$ cat config.mk
export PLATFORM = sky130hd
export DESIGN_NAME = color_key_sprite_blit
export DESIGN_NICKNAME = d
export VERILOG_FILES = /design/src/design/ckb_pkg.sv /design/src/design/ckb_place.sv /design/src/design/color_key_sprite_blit.sv
export VERILOG_INCLUDE_DIRS = /design/src /design/src/design
export SDC_FILE = /design/constraint.sdc
export NUM_CORES = 1
export LEC_CHECK = 0
export ABC_CLOCK_PERIOD_IN_PS = 7850
export BUFFER_PORTS_ARGS = -buffer_cell sky130_fd_sc_hd__buf_2
export CELL_PAD_IN_SITES_DETAIL_PLACEMENT = 1
export CELL_PAD_IN_SITES_GLOBAL_PLACEMENT = 2
export CORE_AREA = 2 2 234 236
export CTS_BUF_LIST = sky130_fd_sc_hd__clkbuf_8
export DETAILED_ROUTE_END_ITERATION = 8
export DIE_AREA = 0 0 236 238
export PLACE_DENSITY = 0.81
export RECOVER_POWER = 25
export SYNTH_ARGS = -nofsm -noshare
export SYNTH_HDL_FRONTEND = slang
export SYNTH_SLANG_ARGS = --single-unit
$ cat constraint.sdc
create_clock -name clock -period 7.85 [get_ports clock]
set_input_delay 1.57 -clock clock [delete_from_list [all_inputs] [get_ports clock]]
set_output_delay 1.57 -clock clock [all_outputs]
set_load 0.05 [all_outputs]
$ cat src/design/color_key_sprite_blit_macros.svh
// assertion macros for the color key sprite blitter
// no dependencies; included by files that carry concurrent checks
`ifndef COLOR_KEY_SPRITE_BLIT_MACROS_SVH
`define COLOR_KEY_SPRITE_BLIT_MACROS_SVH
`ifndef SYNTHESIS
// same-cycle implication
`define CKB_ASSERT_NOW(label, clk, rst, ante, cons) \
   label: assert property (@(posedge clk) disable iff (rst) (ante) |-> (cons)) \
      else $error("assertion failed");
// next-cycle implication
`define CKB_ASSERT_NEXT(label, clk, rst, ante, cons) \
   label: assert property (@(posedge clk) disable iff (rst) (ante) |=> (cons)) \
      else $error("assertion failed");
`else
`define CKB_ASSERT_NOW(label, clk, rst, ante, cons)
`define CKB_ASSERT_NEXT(label, clk, rst, ante, cons)
`endif
`endif

$ cat src/design/ckb_pkg.sv
// shared types, constants and helpers for the color key sprite blitter
// no dependencies
package ckb_pkg;

   localparam int SPR_DIM_MAX = 1024;
   localparam int SCR_DIM_MAX = 4096;

   localparam int COUNT_W = 10;
   localparam int SPR_W   = 11;
   localparam int SCR_W   = 13;
   localparam int DEST_W  = 12;
   localparam int POS_W   = 13;
   localparam int PIX_W   = 32;
   localparam int ADDR_W  = 24;
   localparam int PROD_W  = 2 * POS_W;
   localparam int CSR_W   = 13;

   typedef enum logic [2:0] {
      CSR_SCREEN_WIDTH  = 3'd0,
      CSR_SCREEN_HEIGHT = 3'd1,
      CSR_SPRITE_WIDTH  = 3'd2,
      CSR_SPRITE_HEIGHT = 3'd3,
      CSR_START_COL     = 3'd4,
      CSR_START_ROW     = 3'd5,
      CSR_DEST_X        = 3'd6,
      CSR_DEST_Y        = 3'd7
   } csr_index_type;

   typedef struct packed {
      logic [SCR_W-1:0]   screen_width;
      logic [SCR_W-1:0]   screen_height;
      logic [SPR_W-1:0]   sprite_width;
      logic [SPR_W-1:0]   sprite_height;
      logic [COUNT_W-1:0] start_col;
      logic [COUNT_W-1:0] start_row;
      logic [DEST_W-1:0]  dest_x;
      logic [DEST_W-1:0]  dest_y;
   } cfg_type;

   typedef struct packed {
      logic               draw;
      logic [POS_W-1:0]   x;
      logic [POS_W-1:0]   y;
      logic [COUNT_W-1:0] col_next;
      logic [COUNT_W-1:0] row_next;
   } place_type;

   // sprite dimension forced into 1..SPR_DIM_MAX
   function automatic logic [SPR_W-1:0] eff_spr_dim(input logic [SPR_W-1:0] v);
      logic [SPR_W-1:0] r;
      r = v;
      if (v == '0) r = SPR_W'(1);
      else if (v > SPR_W'(SPR_DIM_MAX)) r = SPR_W'(SPR_DIM_MAX);
      return r;
   endfunction

   // screen dimension capped at SCR_DIM_MAX
   function automatic logic [SCR_W-1:0] eff_scr_dim(input logic [SCR_W-1:0] v);
      logic [SCR_W-1:0] r;
      r = v;
      if (v > SCR_W'(SCR_DIM_MAX)) r = SCR_W'(SCR_DIM_MAX);
      return r;
   endfunction

endpackage

$ cat src/design/ckb_place.sv
// sprite position tracking, skip and key test, placement and clipping
// depends on ckb_pkg
module ckb_place
   import ckb_pkg::*;
(
   input  cfg_type            cfg,
   input  logic [PIX_W-1:0]   pixel_value,
   input  logic               first_pixel,
   input  logic [COUNT_W-1:0] col_count,
   input  logic [COUNT_W-1:0] row_count,
   input  logic [PIX_W-1:0]   key_color,
   output place_type          place
);

   logic [SPR_W-1:0]   sw;
   logic [SPR_W-1:0]   sh;
   logic [SCR_W-1:0]   scw;
   logic [SCR_W-1:0]   sch;
   logic [COUNT_W-1:0] col;
   logic [COUNT_W-1:0] row;
   logic [COUNT_W-1:0] col_off;
   logic [COUNT_W-1:0] row_off;
   logic [SPR_W-1:0]   col_inc;
   logic [SPR_W-1:0]   row_inc;
   logic               opaque;
   logic               in_window;

   always_comb begin
      sw  = eff_spr_dim(cfg.sprite_width);
      sh  = eff_spr_dim(cfg.sprite_height);
      scw = eff_scr_dim(cfg.screen_width);
      sch = eff_scr_dim(cfg.screen_height);

      // a start flag restarts at (0,0); stale counters after a resize wrap
      col = first_pixel ? '0 : col_count;
      row = first_pixel ? '0 : row_count;
      if ({1'b0, col} >= sw) col = '0;
      if ({1'b0, row} >= sh) row = '0;

      // the start pixel is its own key, so it never draws
      opaque    = !first_pixel && (pixel_value != key_color);
      in_window = (col >= cfg.start_col) && (row >= cfg.start_row);

      col_off = col - cfg.start_col;
      row_off = row - cfg.start_row;
      place.x = {1'b0, cfg.dest_x} + POS_W'(col_off);
      place.y = {1'b0, cfg.dest_y} + POS_W'(row_off);
      place.draw = opaque && in_window && (place.x < scw) && (place.y < sch);

      col_inc = {1'b0, col} + SPR_W'(1);
      row_inc = {1'b0, row} + SPR_W'(1);
      place.col_next = col_inc[COUNT_W-1:0];
      place.row_next = row;
      if (col_inc >= sw) begin
         place.col_next = '0;
         place.row_next = (row_inc >= sh) ? '0 : row_inc[COUNT_W-1:0];
      end
   end

endmodule

$ cat src/design/color_key_sprite_blit.sv
// color key sprite blitter: an accepted pixel passes stage 1 and stage 2 before its write;
// one pixel per cycle while rsp_stall is low; transparent and clipped pixels give no write.
// stage 1 registers the placed position, stage 2 the address multiply-add.
// synchronous active-high reset restores the default geometry, clears the key
// and the sprite counters and empties both stages.
// depends on ckb_pkg, ckb_place and color_key_sprite_blit_macros.svh
`include "color_key_sprite_blit_macros.svh"
module color_key_sprite_blit
   import ckb_pkg::*;
(
   input  logic               clock,
   input  logic               reset,
   input  logic               req_valid,
   output logic               req_stall,
   input  logic [PIX_W-1:0]   req_pixel_value,
   input  logic               req_first_pixel,
   output logic               rsp_valid,
   input  logic               rsp_stall,
   output logic [ADDR_W-1:0]  rsp_write_address,
   output logic [PIX_W-1:0]   rsp_write_value,
   input  logic               csr_write_enable,
   input  logic [2:0]         csr_index,
   input  logic [CSR_W-1:0]   csr_write_data
);

   cfg_type            cfg_ff;
   place_type          place;
   logic [COUNT_W-1:0] col_count_ff;
   logic [COUNT_W-1:0] row_count_ff;
   logic [PIX_W-1:0]   key_color_ff;
   logic [PIX_W-1:0]   key_color_in;

   logic               s1_valid_ff;
   logic [POS_W-1:0]   s1_x_ff;
   logic [POS_W-1:0]   s1_y_ff;
   logic [PIX_W-1:0]   s1_pixel_ff;

   logic               rsp_valid_ff;
   logic [ADDR_W-1:0]  addr_ff;
   logic [PIX_W-1:0]   value_ff;

   logic               s2_ready;
   logic               s1_ready;
   logic               req_accept;
   logic [SCR_W-1:0]   scw;
   logic [PROD_W-1:0]  addr_full;

   always_ff @(posedge clock) begin
      if (reset) begin
         cfg_ff.screen_width  <= SCR_W'(640);
         cfg_ff.screen_height <= SCR_W'(480);
         cfg_ff.sprite_width  <= SPR_W'(32);
         cfg_ff.sprite_height <= SPR_W'(32);
         cfg_ff.start_col     <= '0;
         cfg_ff.start_row     <= '0;
         cfg_ff.dest_x        <= '0;
         cfg_ff.dest_y        <= '0;
      end else if (csr_write_enable) begin
         unique case (csr_index_type'(csr_index))
            CSR_SCREEN_WIDTH:  cfg_ff.screen_width  <= csr_write_data;
            CSR_SCREEN_HEIGHT: cfg_ff.screen_height <= csr_write_data;
            CSR_SPRITE_WIDTH:  cfg_ff.sprite_width  <= csr_write_data[SPR_W-1:0];
            CSR_SPRITE_HEIGHT: cfg_ff.sprite_height <= csr_write_data[SPR_W-1:0];
            CSR_START_COL:     cfg_ff.start_col     <= csr_write_data[COUNT_W-1:0];
            CSR_START_ROW:     cfg_ff.start_row     <= csr_write_data[COUNT_W-1:0];
            CSR_DEST_X:        cfg_ff.dest_x        <= csr_write_data[DEST_W-1:0];
            CSR_DEST_Y:        cfg_ff.dest_y        <= csr_write_data[DEST_W-1:0];
         endcase
      end
   end

   ckb_place u_place (
      .cfg         (cfg_ff),
      .pixel_value (req_pixel_value),
      .first_pixel (req_first_pixel),
      .col_count   (col_count_ff),
      .row_count   (row_count_ff),
      .key_color   (key_color_ff),
      .place       (place)
   );

   assign s2_ready   = !rsp_valid_ff || !rsp_stall;
   assign s1_ready   = !s1_valid_ff || s2_ready;
   assign req_stall  = !s1_ready;
   assign req_accept = req_valid && s1_ready;
   assign key_color_in = req_first_pixel ? req_pixel_value : key_color_ff;

   always_ff @(posedge clock) begin
      if (reset) begin
         col_count_ff <= '0;
         row_count_ff <= '0;
         key_color_ff <= '0;
      end else if (req_accept) begin
         col_count_ff <= place.col_next;
         row_count_ff <= place.row_next;
         key_color_ff <= key_color_in;
      end
   end

   // stage 1: only drawn pixels occupy the stage
   always_ff @(posedge clock) begin
      if (reset) begin
         s1_valid_ff <= 1'b0;
      end else if (s1_ready) begin
         s1_valid_ff <= req_accept && place.draw;
      end
   end

   always_ff @(posedge clock) begin
      if (s1_ready && req_accept) begin
         s1_x_ff     <= place.x;
         s1_y_ff     <= place.y;
         s1_pixel_ff <= req_pixel_value;
      end
   end

   // stage 2: row times pitch plus column
   assign scw       = eff_scr_dim(cfg_ff.screen_width);
   assign addr_full = PROD_W'(s1_y_ff) * PROD_W'(scw) + PROD_W'(s1_x_ff);

   always_ff @(posedge clock) begin
      if (reset) begin
         rsp_valid_ff <= 1'b0;
      end else if (s2_ready) begin
         rsp_valid_ff <= s1_valid_ff;
      end
   end

   always_ff @(posedge clock) begin
      if (s2_ready && s1_valid_ff) begin
         addr_ff  <= addr_full[ADDR_W-1:0];
         value_ff <= s1_pixel_ff;
      end
   end

   assign rsp_valid         = rsp_valid_ff;
   assign rsp_write_address = addr_ff;
   assign rsp_write_value   = value_ff;

   `CKB_ASSERT_NEXT(a_first_never_draws, clock, reset, req_accept && req_first_pixel, !s1_valid_ff)
   `CKB_ASSERT_NEXT(a_first_restarts_col, clock, reset, req_accept && req_first_pixel, col_count_ff == COUNT_W'(0) || col_count_ff == COUNT_W'(1))
   `CKB_ASSERT_NOW(a_stall_needs_full_s1, clock, reset, req_stall, s1_valid_ff && rsp_valid_ff)
   `CKB_ASSERT_NEXT(a_drain_empties, clock, reset, rsp_valid_ff && !rsp_stall && !s1_valid_ff, !rsp_valid_ff)

endmodule

==> results.md, run 1 <==
* Max-slew violation count at 126
* Largest net degree at the start of global routing at 69
* PostCTS Resize Cnt at 0
* Most frequent cell on the critical path: ha_1
* CP max FO at 16
* Mapped Cells at 2,128
* RSZ-0062 raised after global routing: no
* Die X at 236 µm
* Initial core utilization at between 30% and 40%
* Via count at around 15,000
* FP Rows at 85
* Routed len/inst at ~19 µm
* Critical Path RT at around 8.4 ns
* Nets at ~2,600
* Clk buf depth at 3
* First-pass GRT wire length at 88.73 mm
* Worst slew pin tran at 3.445 ns
* # setup viols final at 0
* Hold-critical path depth at 0
* Mean post-synth cell area at 9.019 µm²
* Routed wire length at 55.37 mm
* Largest family of logic cells by synthesized area: adder cells
* Max Fclk at 138.2 MHz
* Multiplexer area fraction after synthesis at 0.1630%
* Worst vdd ir at 107.5 µV
* Status: finished, violations left
* Synth Area in Compound Gates at 11.46%
* Vias in the first global route at roughly 16,000
* Cell Area, Synth at ~19,000 µm²
* Simple-gate portion of the synthesized area at 19.09%
* Dpl hpwl at 42.31 mm
* Clock Skews at 0.05151 ns
* Root buffer cell: clkbuf_8
* Critical Path End Type: flip-flop
* Core area at 53,500 µm²
* Post-synth EDFFs at roughly 110
* WS Path Type: in2reg
* CTS Buf Count at 49
* CTS tree: built
* Worst slew margin at -129.6%
* Yosys reg bits at 260
* Worst-case reg-to-reg path depth at 19
* Static Leak at 0.009490 µW
* Ports at 112
* Synth Flop Type: dfxtp_1
* Worst setup SP type: input port
* Post-route DRC at 0
* Port bufs at approximately 110
* Remaining global-route overflow at 0
* Total Power at 3839 µW
* Arr. time, crit path at 7.79 ns
* Fraction of synthesized cell area in xor and xnor cells at 4.198%
* Antenna violations before repair at 0
* Total track usage at approximately 20%
* Hold Path Class: reg2reg
* Failing checks: capacitance limit, slew limit
* Synth top area cells: edfxtp_1 18%, dfxtp_1 15%, fa_1 14%, ha_1 12%, nand2_1 8.8%
* Antenna cells at 0
* Hold WS at 0.4196 ns
* Layout cells sized above 1 at 8.638%
* Adder-cell share of the synthesized area at 26.06%
* CTS Hold Bufs at 0
* Die Footprint at around 56,000 µm²
* Htree depth at 2
* Detailed Route Iter0 Violations at ~540
* Synth cell count leaders: 451 x nand2_1, 205 x inv_1, 187 x ha_1, 170 x a21oi_1, 146 x dfxtp_1
* Die height at 238 µm
* Yosys Warn Count at 0
* Post-CTS setup buffers at 0
* Slowest cell on crit path: fa_1
* Endpoints failing hold at 0
* Clk slew on worst S/H paths at 0.06 ns
* Distinct cells, synth at 76
* GPL Wtd Cong at a little over 0.9
* Max stage delay on crit path at 0.44 ns
* Post-route minimum period at 7.235 ns
* Post-synthesis async set-or-reset flop share at 0%
* DR vias/cell at 5.092
* Clock sinks at 260
* Sequential cell area fraction in the yosys report at 33.06%
* Pwr/cell area at 179.0 nW/µm²
* Top-count cell post-synth: nand2_1
* Area grow syn2layout at 11.70%
* Final ANT Viol Nets at 0
* First-pass iteration count of the detailed router at 5
* Synth top area share at 17.84%
* Clock Latency Late Sink at 0.67 ns
* Post-Synthesis Net Count at 2,502
* Final Cycle Share at 92.17%
* Max-Cap Viols at 2
* Dominant cell type by area after synthesis: edfxtp_1
[cells in the final DEF, fill, tap and decap left out, drive strengths merged, types with 19 or more instances in the layout]
master  instances
o21ai          43
a21oi         172
ha            187
buf           103
inv           228
nor4           22
and2           70
fa            133
nand3          29
nand4          19
nand2         452
nor2b          42
xor2           49
xnor2          43
edfxtp        114
dfxtp         146
clkbuf         89
nor3           23
a21o           26
nor2           97
[registers in the layout, indices dropped and copies added, names as in the netlist]
name / flops
s1_y_ff: 13
col_count_ff: 10
s1_x_ff: 13
s1_pixel_ff: 32
s1_valid_ff: 1
rsp_valid: 1
row_count_ff: 10
cfg_ff: 92
rsp_write_value: 32
key_color_ff: 32
rsp_write_address: 24
[metrics by stage]
step	cell area, µm²	instances	util [%]	setup slack [ns]	TNS, ns
after floorplan	19190	2128	-	0.4247	0
after global placement	20480	2874	38.29	0.2317	0
after detailed placement	20480	2874	38.29	-0.01022	-0.01022
after CTS	21490	2965	40.17	0.7010	0
after global routing	21440	2965	40.08	0.1197	0
final	21440	2965	40.08	0.6146	0
[area by class of cell]
cell class	instances	area (µm²)
fillers	6307	32060
inverters	209	787.0
repair buffers	138	711.9
well taps	696	870.8
clock inverters	37	262.8
multi-input cells	1571	11720
clock buffers	54	743.2
flip-flops and latches	260	6346
[power by group]
group | leakage, µW | internal [µW] | switching, µW | total, µW
Clock | 0.000586 | 740 | 642 | 1380
Sequential | 0.00228 | 1500 | 53.7 | 1560
Combinational | 0.00663 | 336 | 564 | 900
[path summary, 6_finish.rpt]
path,start,to,slack (ns)
setup / recovery,req_first_pixel,s1_valid_ff,0.61
hold / removal,s1_pixel_ff[19],rsp_write_value[19],0.42
setup reg to reg,cfg_ff[91],rsp_write_address[23],0.88
hold reg to reg,s1_pixel_ff[19],rsp_write_value[19],0.42
[per-layer routing]
metal / part of all wire [%] / wire length (µm) / vias up / track usage [%]
li1: - / - / 7332 / -
met1: 44 / 24270 / 7478 / 24.27
met2: 50 / 27920 / 195 / 36.24
met3: 3.1 / 1717 / 93 / 2.985
met4: 2.6 / 1461 / 0 / 6.852
met5: 0 / 0 / - / 0
[kinds of logic (layout without fill, tap and decap cells)]
group	after synthesis	count (layout)
AND/OR/NAND/NOR	806	806
multiplexers	3	3
XOR/XNOR	92	92
flip-flops	260	260
AO/OA/AOI/OAI	350	350
adder cells (fa/ha/maj)	320	320
buffers and inverters	297	438
[worst max-delay path, delay by kind of cell]
kind | cells | cell delay [ns]
buffers and inverters | 5 | 0.90
and+or+nand+nor | 9 | 0.97
AOI/OAI and AO/OA | 11 | 2.54
adders and majority gates | 5 | 1.53
xor gates and xnor gates | 2 | 0.26
(Power assumes the default switching activity.)
==> run 2: changes to the inputs <==
--- a/config.mk
+++ b/config.mk
@@ -15,7 +15,7 @@
 export DETAILED_ROUTE_END_ITERATION = 8
 export DIE_AREA = 0 0 236 238
 export PLACE_DENSITY = 0.81
-export RECOVER_POWER = 25
+export RECOVER_POWER = 100
 export SYNTH_ARGS = -nofsm -noshare
 export SYNTH_HDL_FRONTEND = slang
 export SYNTH_SLANG_ARGS = --single-unit
==> run 2 against run 1 <==
  * The flow still finishes with violations (capacitance limit, slew limit)
  * Sequential power barely moved
  * Clock skew rose by 0.00092 ns
  * Final area fell by 0.50%
  * Critical path depth did not move
  * Clock power barely moved
  * Register-to-register slack got worse by 0.02 ns
  * Routed wire length barely moved
  * Largest cell class unchanged
  * Largest power group unchanged
==> results.md, run 2 (synthesis results as in run 1) <==
* Clk slew on worst S/H paths at 0.06 ns (about the same)
* GPL Wtd Cong at 0.9090 (unchanged)
* Total Power at 3835 µW (about the same)
* RSZ-0062 raised after global routing: no
* Root buffer cell: clkbuf_8
* CTS Hold Bufs at 0 (unchanged)
* Largest net degree at the start of global routing at 69 (unchanged)
* DR vias/cell at 5.086 (-0.13%)
* Endpoints failing hold at 0 (unchanged)
* Port bufs at 111 (unchanged)
* Worst setup SP type: input port
* Hold-critical path depth at 0 (unchanged)
* Final Non-Filler Cells at 2,965 (unchanged)
* Most frequent cell on the critical path: ha_1
* Final Cycle Share at 92.89% (+0.72 points)
* # setup viols final at 0 (unchanged)
* WL met3 at 1.760 mm (+2.5%)
* Max stage delay on crit path at 0.44 ns (about the same)
* CP top delay family: compound AO/OA/AOI/OAI gates
* Htree depth at 2 (unchanged)
* Worst-case reg-to-reg path depth at 19 (unchanged)
* Status: finished, violations left
* Pwr/cell area at 179.8 nW/µm² (+0.42%)
* Die Footprint at 56,170 µm² (unchanged)
* HP Start: s1_pixel_ff[1]
* Slowest cell on crit path: fa_1
* Dpl hpwl at 42.31 mm (unchanged)
* Largest register FFs at 92 (unchanged)
* Placed cell area at 20,480 µm² (unchanged)
* Max-Cap Viols at 4 (+2)
* CTS tree: built
* Clk buf depth at 3 (unchanged)
* CP max FO at 16 (unchanged)
* WS Path Type: in2reg
* Critical Path RT at 8.41 ns (about the same)
* Static Leak at 0.009308 µW (-1.9%)
* Failing checks: capacitance limit, slew limit
* Post-route minimum period at 7.292 ns (+0.05664 ns)
* Final ANT Viol Nets at 0 (unchanged)
* Max-slew violation count at 239 (+90%)
* Post-route DRC at 0 (unchanged)
* Ports at 112 (unchanged)
* FP Rows at 85 (unchanged)
* Hold Path Class: reg2reg
* Design Area, Final at 21,330 µm² (-0.50%)
* CTS Buf Count at 49 (unchanged)
* Arr. time, crit path at 7.85 ns (+0.06 ns)
* Antenna cells at 0 (unchanged)
* Nets at 2,603 (unchanged)
* Die height at 238 µm (unchanged)
* Total track usage at 20.04% (unchanged)
* Worst slew margin at -126.7% (+3.0 points)
* PostCTS Resize Cnt at 0 (unchanged)
* Die X at 236 µm (unchanged)
* Clock Latency Late Sink at 0.67 ns (about the same)
* Routed wire length at 55.35 mm (about the same)
* Reg-to-Reg End: rsp_write_address[23]
* First-pass GRT wire length at 88.73 mm (unchanged)
* Core area at 53,500 µm² (unchanged)
* Critical Path End Type: flip-flop
* Worst slew pin tran at 3.400 ns (-0.04472 ns)
* Routed len/inst at 18.67 µm (about the same)
* Clock sinks at 260 (unchanged)
* Area grow syn2layout at 11.14%
* Layout cells sized above 1 at 5.685% (-3.0 points)
* Via count at 15,080 (-0.13%)
* Placed Cells at 2,874 (unchanged)
* Reg-to-Reg Start: cfg_ff[91]
* Worst Hold Endpoint: rsp_write_value[1]
* CP Buf/Inv Count at 5 (unchanged)
* Detailed Route Iter0 Violations at 535 (-1.7%)
* Layout fillers at 6,323 (+0.25%)
* Worst vdd ir at 108.5 µV (+0.92%)
* Antenna violations before repair at 0 (unchanged)
* Hold WS at 0.4184 ns (-0.001176 ns)
* Most common cell after layout, fill and taps aside: nand2_1
* Max Fclk at 137.1 MHz (-0.78%)
* Vias in the first global route at 16,450 (unchanged)
* Top layer used by detailed routing: met4
* Routed met2 length at 27.94 mm (about the same)
* First-pass iteration count of the detailed router at 5 (unchanged)
* Post-CTS setup buffers at 0 (unchanged)
* Remaining global-route overflow at 0 (unchanged)
* Reg with most FFs: cfg_ff
* Initial core utilization at 35.88% (unchanged)
* Most frequent cells in the layout: 451 x nand2_1, 225 x inv_1, 187 x ha_1
* R2R Setup Slk at 0.86 ns (-0.02 ns)
* Met1 WL at 24.18 mm (-0.38%)
* Clock Skews at 0.05244 ns (+0.0009234 ns)
## run 2: cell type report
cell class,instances,area (µm²),area share (%)
Tap cell,696,870.8,4.082
Multi-Input combinational cell,1571,11690,54.82
Clock inverter,37,262.8,1.232
Timing Repair Buffer,138,628.1,2.944
Inverter,209,787.0,3.689
Sequential cell,260,6346,29.75
Clock buffer,54,743.2,3.484
## run 2: through the flow
| step | setup WS (ns) | utilization, % | TNS, ns |
|---|---|---|---|
| 2_1_floorplan | 0.4247 | - | 0 |
| 3_3_place_gp | 0.2317 | 38.29 | 0 |
| 3_5_place_dp | -0.01022 | 38.29 | -0.01022 |
| 4_1_cts | 0.7010 | 40.17 | 0 |
| 5_1_grt | 0.07311 | 39.88 | 0 |
| 6_report | 0.5580 | 39.88 | 0 |
## run 2: how the worst max path moves through the flow
stage / startpoint / endpoint / slack [ns] / cells after the start
4_1_cts: req_first_pixel / s1_valid_ff / 0.70 / 32
3_3_place_gp: req_first_pixel / s1_valid_ff / 0.23 / 32
3_5_place_dp: req_first_pixel / s1_valid_ff / -0.01 / 32
2_1_floorplan: req_first_pixel / s1_valid_ff / 0.42 / 31
5_1_grt: req_first_pixel / s1_valid_ff / 0.07 / 30
6_report: req_first_pixel / s1_valid_ff / 0.56 / 32
## run 2: routing by layer
layer  up-vias  track usage (%)
li1       7330                -
met5         -                0
met3        95            2.985
met4         0            6.852
met1      7471            24.27
met2       183            36.24
## run 2: where the power goes
group | total (µW) | internal [µW] | leakage (µW) | switching [µW]
logic | 894 | 330 | 0.00645 | 564
clock network | 1380 | 740 | 0.000586 | 644
registers | 1560 | 1500 | 0.00228 | 54.1
## run 2: worst register-to-register path, stage by stage, from the launching register on
cell and delay [ns]:
dfxtp_1 0.45, nor2b_1 0.80, nand2_1 0.17, fa_1 0.52
inv_1 0.06, fa_1 0.53, inv_1 0.05, fa_1 0.52
inv_1 0.06, fa_1 0.47, fa_1 0.57, fa_1 0.42
ha_1 0.39, o211ai_1 0.13, nor3_1 0.21, nand2_1 0.21
o311ai_0 0.66, a31o_2 0.26, a21oi_1 0.07, xnor2_1 0.12
